===== src/hdl/afr_pkg.sv =====
// afr_pkg: shared types and constants for the api frame receiver
// used by the result interface and the top level; no dependencies
`timescale 1ns / 1ps

package afr_pkg;

  localparam logic [7:0]  DELIM_BYTE    = 8'h7E;
  localparam logic [7:0]  ESC_BYTE      = 8'h7D;
  localparam logic [7:0]  ESC_XOR       = 8'h20;
  localparam logic [7:0]  TYPE_RESET    = 8'h90;
  localparam logic [7:0]  SUM_BASE      = 8'hFF;
  localparam logic [15:0] HDR_LEN       = 16'd12;
  localparam logic [15:0] MIN_LEN       = 16'd13;
  localparam logic [15:0] ADDR64_BYTES  = 16'd8;
  localparam logic [15:0] ADDR16_BYTES  = 16'd2;
  localparam int unsigned HEAD_DEPTH    = 10;
  localparam logic [15:0] HEAD_LIMIT    = 16'(HEAD_DEPTH);
  localparam int unsigned HEAD_IDX_W    = $clog2(HEAD_DEPTH);

  localparam logic [7:0]  EV_MEASURE    = 8'h01;
  localparam logic [7:0]  EV_STATE      = 8'h02;

  localparam logic [1:0]  ST_OK         = 2'd0;
  localparam logic [1:0]  ST_CSUM       = 2'd1;
  localparam logic [1:0]  ST_SHORT      = 2'd2;

  typedef enum logic [3:0] {
    PH_IDLE,
    PH_LEN_HI,
    PH_LEN_LO,
    PH_TYPE,
    PH_ADDR64,
    PH_ADDR16,
    PH_OPTIONS,
    PH_PAYLOAD,
    PH_CHECK
  } phase_e;

  typedef struct packed {
    logic [1:0]  status;
    logic [63:0] sender_address_64;
    logic [15:0] sender_address_16;
    logic [7:0]  receive_options;
    logic [15:0] payload_length;
    logic [7:0]  ev_code;
    logic [7:0]  device_id;
    logic [31:0] temperature_bits;
    logic [31:0] millivolt_bits;
    logic [7:0]  object_state;
  } result_t;

endpackage


===== src/hdl/afr_byte_if.sv =====
// afr_byte_if: valid/ready channel carrying one raw serial byte per item
// no dependencies
`timescale 1ns / 1ps

interface afr_byte_if;
  logic       valid;
  logic       ready;
  logic [7:0] rx_byte;

  modport source (output valid, output rx_byte, input ready);
  modport sink   (input valid, input rx_byte, output ready);
endinterface


===== src/hdl/afr_result_if.sv =====
// afr_result_if: valid/ready channel carrying one decoded frame result per item
// depends on afr_pkg for the result struct
`timescale 1ns / 1ps

interface afr_result_if;
  import afr_pkg::*;

  logic    valid;
  logic    ready;
  result_t result;

  modport source (output valid, output result, input ready);
  modport sink   (input valid, input result, output ready);
endinterface


===== src/hdl/api_frame_receiver.sv =====
// api_frame_receiver: escaped api frame parser, a result per complete or short frame
// depends on afr_pkg, afr_byte_if and afr_result_if
//
//   channel   dir  payload                      handshake
//   rx_i      in   rx_byte (8b raw byte)        valid/ready
//   res_o     out  result_t (status + fields)   valid/ready
//   cfg       in   accepted_frame_type (8b)     cfg_we_i, no wait
//
// while the skid register is empty, one byte is parsed per cycle; the frame state
// updates at the edge that takes it; a result enters the output register the cycle
// after the byte that ends a frame if that register is free or being read, else the
// skid register; input stalls only while the skid register is full
// reset clears the parser to waiting for a start delimiter and the type to 0x90
`timescale 1ns / 1ps

module api_frame_receiver (
  input  logic              clk_i,
  input  logic              rst_ni,
  input  logic              cfg_we_i,
  input  logic [7:0]        cfg_wdata_i,
  afr_byte_if.sink          rx_i,
  afr_result_if.source      res_o
);
  import afr_pkg::*;

  phase_e      phase_q, phase_d;
  logic        esc_q, esc_d;
  logic [15:0] len_q, len_d;
  logic [15:0] cnt_q, cnt_d;
  logic [7:0]  sum_q, sum_d;
  logic [63:0] src64_q, src64_d;
  logic [15:0] src16_q, src16_d;
  logic [7:0]  opt_q, opt_d;
  logic [7:0]  head_q [HEAD_DEPTH];
  logic [7:0]  head_d [HEAD_DEPTH];
  logic [7:0]  type_q;

  logic        out_valid_q, out_valid_d;
  result_t     out_q, out_d;
  logic        skid_valid_q, skid_valid_d;
  result_t     skid_q, skid_d;

  logic        in_fire, out_fire;
  logic [7:0]  raw, b;
  logic        res_valid;
  result_t     res;
  logic [15:0] cnt_inc;
  logic [15:0] pay_len;
  logic [7:0]  expect_sum;

  assign in_fire  = rx_i.valid && rx_i.ready;
  assign out_fire = out_valid_q && res_o.ready;
  assign raw      = rx_i.rx_byte;
  assign b        = esc_q ? (raw ^ ESC_XOR) : raw;
  assign cnt_inc  = cnt_q + 16'd1;
  assign pay_len  = len_q - HDR_LEN;
  assign expect_sum = SUM_BASE - sum_q;

  assign rx_i.ready   = !skid_valid_q;
  assign res_o.valid  = out_valid_q;
  assign res_o.result = out_q;

  // frame parser
  always_comb begin
    phase_d   = phase_q;
    esc_d     = esc_q;
    len_d     = len_q;
    cnt_d     = cnt_q;
    sum_d     = sum_q;
    src64_d   = src64_q;
    src16_d   = src16_q;
    opt_d     = opt_q;
    head_d    = head_q;
    res_valid = 1'b0;
    res       = '0;

    if (in_fire) begin
      if (raw == DELIM_BYTE) begin
        // a raw delimiter restarts the frame, even after an escape
        phase_d = PH_LEN_HI;
        esc_d   = 1'b0;
        len_d   = '0;
        cnt_d   = '0;
        sum_d   = '0;
        src64_d = '0;
        src16_d = '0;
        opt_d   = '0;
        for (int i = 0; i < HEAD_DEPTH; i++) begin
          head_d[i] = '0;
        end
      end else if (!esc_q && raw == ESC_BYTE) begin
        esc_d = 1'b1;
      end else begin
        esc_d = 1'b0;
        case (phase_q)
          PH_LEN_HI: begin
            len_d   = {b, 8'h00};
            phase_d = PH_LEN_LO;
          end
          PH_LEN_LO: begin
            len_d   = {len_q[15:8], b};
            phase_d = PH_TYPE;
          end
          PH_TYPE: begin
            sum_d = sum_q + b;
            if (b != type_q) begin
              phase_d = PH_IDLE;
            end else if (len_q < MIN_LEN) begin
              res_valid  = 1'b1;
              res.status = ST_SHORT;
              phase_d    = PH_IDLE;
            end else begin
              cnt_d   = '0;
              phase_d = PH_ADDR64;
            end
          end
          PH_ADDR64: begin
            sum_d   = sum_q + b;
            src64_d = {src64_q[55:0], b};
            cnt_d   = cnt_inc;
            if (cnt_inc >= ADDR64_BYTES) begin
              cnt_d   = '0;
              phase_d = PH_ADDR16;
            end
          end
          PH_ADDR16: begin
            sum_d   = sum_q + b;
            src16_d = {src16_q[7:0], b};
            cnt_d   = cnt_inc;
            if (cnt_inc >= ADDR16_BYTES) begin
              cnt_d   = '0;
              phase_d = PH_OPTIONS;
            end
          end
          PH_OPTIONS: begin
            sum_d   = sum_q + b;
            opt_d   = b;
            cnt_d   = '0;
            phase_d = PH_PAYLOAD;
          end
          PH_PAYLOAD: begin
            sum_d = sum_q + b;
            if (cnt_q < HEAD_LIMIT) begin
              head_d[cnt_q[HEAD_IDX_W-1:0]] = b;
            end
            cnt_d = cnt_inc;
            if (cnt_inc >= pay_len) begin
              phase_d = PH_CHECK;
            end
          end
          PH_CHECK: begin
            res_valid             = 1'b1;
            res.status            = (expect_sum == b) ? ST_OK : ST_CSUM;
            res.sender_address_64 = src64_q;
            res.sender_address_16 = src16_q;
            res.receive_options   = opt_q;
            res.payload_length    = pay_len;
            res.ev_code           = head_q[0];
            if (head_q[0] == EV_MEASURE) begin
              res.device_id        = head_q[9];
              res.temperature_bits = {head_q[4], head_q[3], head_q[2], head_q[1]};
              res.millivolt_bits   = {head_q[8], head_q[7], head_q[6], head_q[5]};
            end
            if (head_q[0] == EV_STATE) begin
              res.object_state = head_q[1];
            end
            phase_d = PH_IDLE;
          end
          default: begin
            phase_d = PH_IDLE;
          end
        endcase
      end
    end
  end

  // output register with skid stage
  always_comb begin
    out_valid_d  = out_valid_q;
    out_d        = out_q;
    skid_valid_d = skid_valid_q;
    skid_d       = skid_q;
    if (!out_valid_q || out_fire) begin
      if (skid_valid_q) begin
        out_d        = skid_q;
        out_valid_d  = 1'b1;
        skid_valid_d = 1'b0;
      end else begin
        out_d       = res;
        out_valid_d = res_valid;
      end
    end else if (res_valid) begin
      skid_d       = res;
      skid_valid_d = 1'b1;
    end
  end

  always_ff @(posedge clk_i or negedge rst_ni) begin
    if (!rst_ni) begin
      phase_q      <= PH_IDLE;
      esc_q        <= 1'b0;
      len_q        <= '0;
      cnt_q        <= '0;
      sum_q        <= '0;
      type_q       <= TYPE_RESET;
      out_valid_q  <= 1'b0;
      skid_valid_q <= 1'b0;
    end else begin
      phase_q      <= phase_d;
      esc_q        <= esc_d;
      len_q        <= len_d;
      cnt_q        <= cnt_d;
      sum_q        <= sum_d;
      out_valid_q  <= out_valid_d;
      skid_valid_q <= skid_valid_d;
      if (cfg_we_i) begin
        type_q <= cfg_wdata_i;
      end
    end
  end

  // payload registers, always reached through a clearing delimiter; out and skid data
  always_ff @(posedge clk_i) begin
    src64_q <= src64_d;
    src16_q <= src16_d;
    opt_q   <= opt_d;
    head_q  <= head_d;
    out_q   <= out_d;
    skid_q  <= skid_d;
  end

  a_skid_behind_out: assert property (@(posedge clk_i) disable iff (!rst_ni)
    skid_valid_q |-> out_valid_q)
    else $error("skid register holds an item while the output register is empty");

  a_status_code: assert property (@(posedge clk_i) disable iff (!rst_ni)
    out_valid_q |-> (out_q.status == ST_OK || out_q.status == ST_CSUM ||
                     out_q.status == ST_SHORT))
    else $error("result carries an undefined status");

  a_short_clean: assert property (@(posedge clk_i) disable iff (!rst_ni)
    (out_valid_q && out_q.status == ST_SHORT) |->
      (out_q.sender_address_64 == '0 && out_q.payload_length == '0))
    else $error("short-length result carries frame fields");

  a_non_measure_zero: assert property (@(posedge clk_i) disable iff (!rst_ni)
    (out_valid_q && out_q.ev_code != EV_MEASURE) |->
      (out_q.temperature_bits == '0 && out_q.millivolt_bits == '0 &&
       out_q.device_id == '0))
    else $error("measurement fields set on a non-measurement event");

  a_parse_after_result: assert property (@(posedge clk_i) disable iff (!rst_ni)
    (in_fire && res_valid) |=> (phase_q == PH_IDLE))
    else $error("parser did not return to idle after a result");

endmodule

===== src/flat_wrapper.sv =====
// flat-port wrapper written by rule: the top's interface ports become plain ports
module api_frame_receiver_flat import afr_pkg::*;
  (clk_i, rst_ni, cfg_we_i, cfg_wdata_i, rx_i_valid, rx_i_rx_byte, rx_i_ready, res_o_valid, res_o_result, res_o_ready);
  afr_byte_if rx_i_i ();
  afr_result_if res_o_i ();
  input  logic clk_i;
  input  logic rst_ni;
  input  logic cfg_we_i;
  input  logic [7:0] cfg_wdata_i;
  input wire logic [$bits(rx_i_i.valid)-1:0] rx_i_valid;
  input wire logic [$bits(rx_i_i.rx_byte)-1:0] rx_i_rx_byte;
  output wire logic [$bits(rx_i_i.ready)-1:0] rx_i_ready;
  output wire logic [$bits(res_o_i.valid)-1:0] res_o_valid;
  output wire logic [$bits(res_o_i.result)-1:0] res_o_result;
  input wire logic [$bits(res_o_i.ready)-1:0] res_o_ready;
  assign rx_i_i.valid = rx_i_valid;
  assign rx_i_i.rx_byte = rx_i_rx_byte;
  assign rx_i_ready = rx_i_i.ready;
  assign res_o_valid = res_o_i.valid;
  assign res_o_result = res_o_i.result;
  assign res_o_i.ready = res_o_ready;
  api_frame_receiver u_core (.clk_i(clk_i), .rst_ni(rst_ni), .cfg_we_i(cfg_we_i), .cfg_wdata_i(cfg_wdata_i), .rx_i(rx_i_i), .res_o(res_o_i));
endmodule

===== config.mk =====
export PLATFORM = sky130hd
export DESIGN_NAME = api_frame_receiver_flat
export DESIGN_NICKNAME = d
export VERILOG_FILES = /design/src/hdl/afr_pkg.sv /design/src/hdl/afr_byte_if.sv /design/src/hdl/afr_result_if.sv /design/src/hdl/api_frame_receiver.sv /design/src/flat_wrapper.sv
export SDC_FILE = /design/constraint.sdc
export NUM_CORES = 1
export LEC_CHECK = 0
export BUFFER_PORTS_ARGS = -buffer_cell sky130_fd_sc_hd__buf_2
export CAP_MARGIN = 20
export CORE_AREA = 2 2 255 257
export CTS_CLUSTER_DIAMETER = 60
export DETAILED_ROUTE_END_ITERATION = 8
export DIE_AREA = 0 0 257 259
export GPL_TIMING_DRIVEN = 1
export PLACE_DENSITY = 0.56
export SYNTH_ARGS = -nofsm -noshare
export SYNTH_HDL_FRONTEND = slang
export SYNTH_SLANG_ARGS = --single-unit
export TNS_END_PERCENT = 100

===== constraint.sdc =====
create_clock -name clk_i -period 20.1 [get_ports clk_i]
set_input_delay 4.02 -clock clk_i [delete_from_list [all_inputs] [get_ports clk_i]]
set_output_delay 4.02 -clock clk_i [all_outputs]
set_load 0.03 [all_outputs]

==> impl_metrics.json, run 1 <==
{
  "status": "completed",
  "antenna_found_initial": 3,
  "synthesis.area_sq_um": 25300,
  "dp.cells": 2761,
  "rsz0062_at_grt": "false",
  "start_util_pct": 39.7,
  "syn-num-nets": 1834,
  "r2r-start": "u_core.skid_valid_q",
  "synth_common_cells": "556 x edfxtp_1, 184 x and2_1, 140 x nand2_1",
  "routed_via_density": 5.14,
  "tns_ps": 0,
  "max_slew_margin_pct": 27.7,
  "max_stage_delay_ps": 880,
  "overflow": 0,
  "crit_start": "rx_i_rx_byte[7]",
  "finalClockSkew_ps": 27.1,
  "yosys_warnings": 0,
  "p_switching_w": 0.000695,
  "synth.distinct_cells": 61,
  "placementRows": 93,
  "r2r-end": "u_core.res_o.result[65]",
  "r2r_slack_ps": 15380,
  "p_total_w": 0.00293,
  "syn2layout_area_growth_pct": 16.3,
  "ios": 217,
  "worstSetupPathType": "primary input to register",
  "synth_area_leader_cell": "edfxtp_1",
  "die_h_um": 259,
  "wl_um": 57600,
  "routedWlPerCell_um": 20.0,
  "peakVddDrop_mv": 0.0616,
  "cts_root_buffer": "clkbuf_16",
  "yosysMostFrequentCell": "edfxtp_1",
  "grt_pass1_wl_um": 89000,
  "p_per_area_nw_per_um2": 99.3,
  "clockBufferDepth": 3,
  "cts_buffers": 69,
  "finalSetupViolCount": 0,
  "clkLatencyLatePin_ps": 610,
  "synth_edf_count": 556,
  "grt_pass1_vias": 14900,
  "worst_pin_slew_ps": 1080,
  "grt_max_degree": 170,
  "cp_data_required_time_ps": 20550,
  "async_flop_share_pct": 9.00,
  "cts_tree": "yes",
  "cts.sinks": 611,
  "rr_worst_depth": 8,
  "drt_iter0_drc": 1155,
  "crit_top_cell": "buf_4",
  "drive_gt1_share_pct": 17.9,
  "dr_total_vias": 14800,
  "p_comb_share_pct": 8.7,
  "post-cts-setup-buffers": 0,
  "clkPwrFrac_pct": 42.2,
  "ctsResizeCount": 0,
  "ctsHoldBuffers": 0,
  "route.detailed.drc": 0,
  "worstSetupEndpointType": "register",
  "syn_avg_cell_area_sq_um": 14.2,
  "start_kind": "primary input",
  "drt-pass1-iter-count": 5,
  "dpl_cell_area_sq_um": 27200,
  "endpoint": "u_core.res_o.result[65]",
  "nets": 2029,
  "leakage_nw": 12.9,
  "grt_usage_pct": 17.2,
  "layout.cells.non_filler": 2888,
  "slowest_stage": "buf_4",
  "slew_viol_final": 0,
  "ys_ff_latch": 611,
  "yosysSeqAreaShare_pct": 71.3,
  "hold_ws_ps": 482,
  "clkTransAtPathRegs_ps": 60,
  "gp_congestion": 0.815,
  "min_path_type": "register to register",
  "power_frac_seq_pct": 49.2,
  "design_area_sq_um": 29500,
  "yosysTopAreaCellShare_pct": 65.9,
  "hold_viol_final": 0,
  "crit_arrival_ps": 8270,
  "syn-instance-count": 1783,
  "synth.area.top_cells": "edfxtp_1 66%, dfrtp_1 5.2%, and2_1 4.5%, a21o_1 3.7%, a22o_1 3.1%",
  "dp_hpwl_um": 36900,
  "drt.antenna.violating_nets": 0,
  "htreeDepth": 3,
  "swShare_pct": 23.7,
  "synthFlopType": "edfxtp_1",
  "period_share_pct": 39.0,
  "portBuffers": 216,
  "fmax_mhz": 128,
  "die_width_um": 257,
  "period_needed_ps": 7830,
  "intPower_w": 0.00223,
  "path_max_fanout": 112,
  "antenna_cells": 0,
  "dieArea_sq_um": 66600,
  "coreArea_sq_um": 63900,
  "crit_chain": "buf_2 -> buf_4 -> nand2b_4 -> or4b_4 -> o21ai_2 -> nor3_4 -> buf_4 -> and2_4 -> nor3b_4 -> buf_4 -> a22o_1",
  "drv_cap": 0
}
power groups by stage:
| stage | clock [W] | sequential (W) | combinational (W) |
|---|---|---|---|
| 5_1_grt | 0.00132 | 0.00144 | 0.000287 |
| 3_3_place_gp | 0 | 0.00146 | 0.000244 |
| 2_1_floorplan | 0 | 0.00145 | 0.000195 |
| 6_report | 0.00124 | 0.00144 | 0.000253 |
| 3_5_place_dp | 0 | 0.00146 | 0.000250 |
| 4_1_cts | 0.00127 | 0.00144 | 0.000253 |
worst max-delay path, delay by kind of cell:
kind,cells,cell delay [ps]
AOI/OAI and AO/OA,2,450
buffers and inverters,4,1900
and+or+nand+nor,5,1720
cell families after synthesis:
family          after synthesis  synth area share [%]
compound gates              357                  10.2
xor+xnor                     38                  1.31
fa+ha+maj                    30                  1.51
buf+inv                     127                  2.17
flops                       611                  71.3
mux                          25                  1.04
simple gates                595                  12.5
layer usage:
layer / part of all wire [%] / vias to the layer above / global-route usage (%) / wire length, um
met2: 48 / 381 / 27.8 / 27500
met4: 2.1 / 4 / 5.67 / 1200
met5: 0.040 / - / 0 / 23
met1: 45 / 7409 / 23.7 / 25900
met3: 5.2 / 80 / 3.07 / 2970
li1: - / 6965 / - / -
metrics by stage:
step,util [%],setup slack (ps)
floorplan,-,4510
global placement,42.6,11740
detailed placement,42.6,11600
CTS,46.1,12220
global route,46.1,11910
finish,46.1,12270
state kept, by name, summed over array words and instances, names as in the netlist, 4 cells and up:
name,cells
u_core.res_o.result,194
u_core.head_q,80
u_core.type_q,8
u_core.phase_q,4
u_core.opt_q,8
u_core.cnt_q,16
u_core.skid_q,194
u_core.len_q,16
u_core.sum_q,8
u_core.src16_q,16
u_core.src64_q,64
worst min path at each step:
| stage | start | to | slack, ps | depth (start not counted) |
|---|---|---|---|---|
| final | u_core.sum_q[6] | u_core.sum_q[6] | 480 | 2 |
| after global routing | u_core.sum_q[6] | u_core.sum_q[6] | 510 | 2 |
| after CTS | u_core.sum_q[2] | u_core.sum_q[2] | 490 | 2 |
| after detailed placement | u_core.sum_q[2] | u_core.sum_q[2] | 470 | 2 |
| after global placement | u_core.sum_q[2] | u_core.sum_q[2] | 470 | 2 |
| after floorplan | u_core.sum_q[2] | u_core.sum_q[2] | 450 | 2 |
cell type report:
cell class                 instances  area (sq um)
clock buffer                      91          1890
inverter                          16          60.1
multi-input combinational       1045          6770
sequential                       611         18100
fill                            5727         34400
clock inverter                    35           344
timing repair buffer             235          1260
tap                              855          1070
layout by cell type (no fill, tap or decap), types with 5 or more instances in the layout:
cell,netlist,layout
a211oi_1,8,8
a21o_1,124,124
a21oi_1,78,77
a22o_1,90,90
a32o_1,10,10
and2_1,184,184
buf_2,12,216
buf_4,1,17
bufinv_16,0,5
clkbuf_1,86,16
clkbuf_16,0,71
clkinv_1,0,14
clkinv_2,0,7
dfrtp_1,53,52
edfxtp_1,556,556
ha_1,29,29
inv_1,16,16
mux2_2,10,10
mux2i_1,15,15
nand2_1,140,140
nand3_1,45,45
nand4_1,8,8
nor2_1,80,78
nor2b_1,79,78
nor3_1,15,15
nor4_1,12,12
o21ai_0,24,24
o31ai_1,5,5
xnor2_1,19,18
xor2_1,19,19
Note: power is estimated with default switching activity, not from simulation.
==> inputs of run 2 (changes only) <==
Settings changed: PLACE_DENSITY 0.56 to 0.54.
Clock period 20.1 ns to 8 ns, I/O delays scaled along.
==> run 2 against run 1 <==
  * Flip-flop and latch count unchanged
  * Routed wire length decreased by 0.18%
  * Non-clock buffer count increased by 3
  * Critical path depth unchanged
  * Largest cell class unchanged
  * First-iteration DRC count increased by 6.8%
  * Core utilization decreased by 0.067 points
  * Largest power group unchanged
  * Sequential share of layout area increased by 0.089 points
  * Via count decreased by 0.30%
  * Total power increased to 2.5 times the previous value
==> impl_metrics.json, run 2 (synthesis results as in run 1) <==
{
  "syn2layout_area_growth_pct": 16.1,
  "crit_arrival_ps": 5520,
  "worstSetupPathType": "primary input to register",
  "slew_viol_final": 0,
  "clkLatencyLatePin_ps": 600,
  "period_share_pct": 66.5,
  "die_h_um": 259,
  "grt_usage_pct": 17.2,
  "path_max_fanout": 98,
  "htreeDepth": 3,
  "dieArea_sq_um": 66600,
  "cts_root_buffer": "clkbuf_16",
  "leakage_nw": 12.9,
  "antenna_found_initial": 1,
  "route.detailed.drc": 0,
  "layout_common_cells": "556 x edfxtp_1, 216 x buf_2, 184 x and2_1",
  "rsz0062_at_grt": "false",
  "hold_ws_ps": 485,
  "clkPwrFrac_pct": 42.1,
  "finalSetupViolCount": 0,
  "ios": 217,
  "gp_congestion": 0.814,
  "post-cts-setup-buffers": 0,
  "finalClockSkew_ps": 27.0,
  "swShare_pct": 23.6,
  "peakVddDrop_mv": 0.154,
  "power_frac_seq_pct": 49.3,
  "coreArea_sq_um": 63900,
  "status": "completed",
  "min_path_type": "register to register",
  "p_per_area_nw_per_um2": 249,
  "dp_hpwl_um": 35900,
  "drt.antenna.violating_nets": 0,
  "start_util_pct": 39.7,
  "grt_pass1_vias": 14800,
  "placementRows": 93,
  "cts_tree": "yes",
  "period_needed_ps": 5320,
  "portBuffers": 216,
  "die_width_um": 257,
  "cts.sinks": 611,
  "start_kind": "primary input",
  "drv_cap": 0,
  "drt-pass1-iter-count": 5,
  "p_switching_w": 0.00173,
  "worstSetupEndpointType": "register",
  "ctsHoldBuffers": 0,
  "overflow": 0,
  "final_common_cell": "edfxtp_1",
  "fmax_mhz": 188,
  "grt_pass1_wl_um": 89200,
  "hold_viol_final": 0,
  "nets": 2031,
  "dr_total_vias": 14800,
  "post-route-util_pct": 46.1,
  "routedWlPerCell_um": 19.9,
  "clkTransAtPathRegs_ps": 60,
  "cp_data_required_time_ps": 8200,
  "fillers": 5704,
  "ctsResizeCount": 0,
  "max_slew_margin_pct": 25.0,
  "drt_iter0_drc": 1234,
  "worst_pin_slew_ps": 1130,
  "wl_um": 57500,
  "grt_max_degree": 99,
  "intPower_w": 0.00560,
  "antenna_cells": 0,
  "routed_via_density": 5.12,
  "cts_buffers": 68,
  "drive_gt1_share_pct": 17.8,
  "clockBufferDepth": 3,
  "p_comb_share_pct": 8.6
}
run 2: changes by cell type in the layout (fill, tap and decap cells not counted), sizes merged:
cell	previous run	this run
bufinv	5	7
clkbuf	91	83
inv	19	18
clkinvlp	2	1
buf	235	238
clkinv	25	31
run 2: path summary, 6_finish.rpt:
check	from	end	slack [ps]	cells past startpoint
hold / removal	u_core.sum_q[4]	u_core.sum_q[4]	490	2
hold reg to reg	u_core.sum_q[4]	u_core.sum_q[4]	490	2
max in group asynchronous	rst_ni	u_core.skid_valid_q	6230	2
setup / recovery	rx_i_rx_byte[7]	u_core.skid_q[51]	2680	11
min in group asynchronous	rst_ni	u_core.type_q[3]	1180	2
setup reg to reg	u_core.skid_valid_q	u_core.skid_q[51]	3310	8
run 2: stage by stage:
step           worst slack [ps]  std cells  TNS, ps  power [W]  cell area [sq um]
6_report                   2680       2889        0    0.00733              29400
5_1_grt                    2340       2889        0    0.00765              29400
4_1_cts                    2560       2889        0    0.00742              29400
3_5_place_dp               1940       2765        0    0.00431              27200
3_3_place_gp               2040       2765        0    0.00430              27200
2_1_floorplan             -3930       1783  -762780    0.00413              25400
run 2: per-layer routing:
layer  vias to the layer above  share of wire [%]  track usage [%]
li1                       6979                  -                -
met2                       361                 48             27.6
met5                         -                  0                0
met4                         0                1.8             5.14
met1                      7379                 46             24.2
met3                        75                4.7             2.95
run 2: layout make-up:
type                    count  area [sq um]  area share [%]
well taps                 855          1070            3.63
repair buffers            238          1250            4.23
clock inverters            41           403            1.37
inverters                  16          60.1           0.204
multi-input cells        1045          6770            23.0
clock buffers              83          1800            6.12
flip-flops and latches    611         18100            61.4
run 2: power by group through the flow:
stage	Combinational, W	Sequential [W]	Clock (W)
2_1_floorplan	0.000490	0.00364	0
3_3_place_gp	0.000623	0.00368	0
3_5_place_dp	0.000634	0.00368	0
4_1_cts	0.000639	0.00361	0.00317
5_1_grt	0.000722	0.00363	0.00330
6_report	0.000630	0.00362	0.00308
run 2: worst max-delay path, cell delays in order:
cell and delay (ps):
buf_2 80, buf_4 310, nand2b_4 230, or4b_4 140, o21ai_2 200, nor3_4 240
buf_4 640, nor2_1 240, nor2_4 160, buf_4 620, buf_4 930
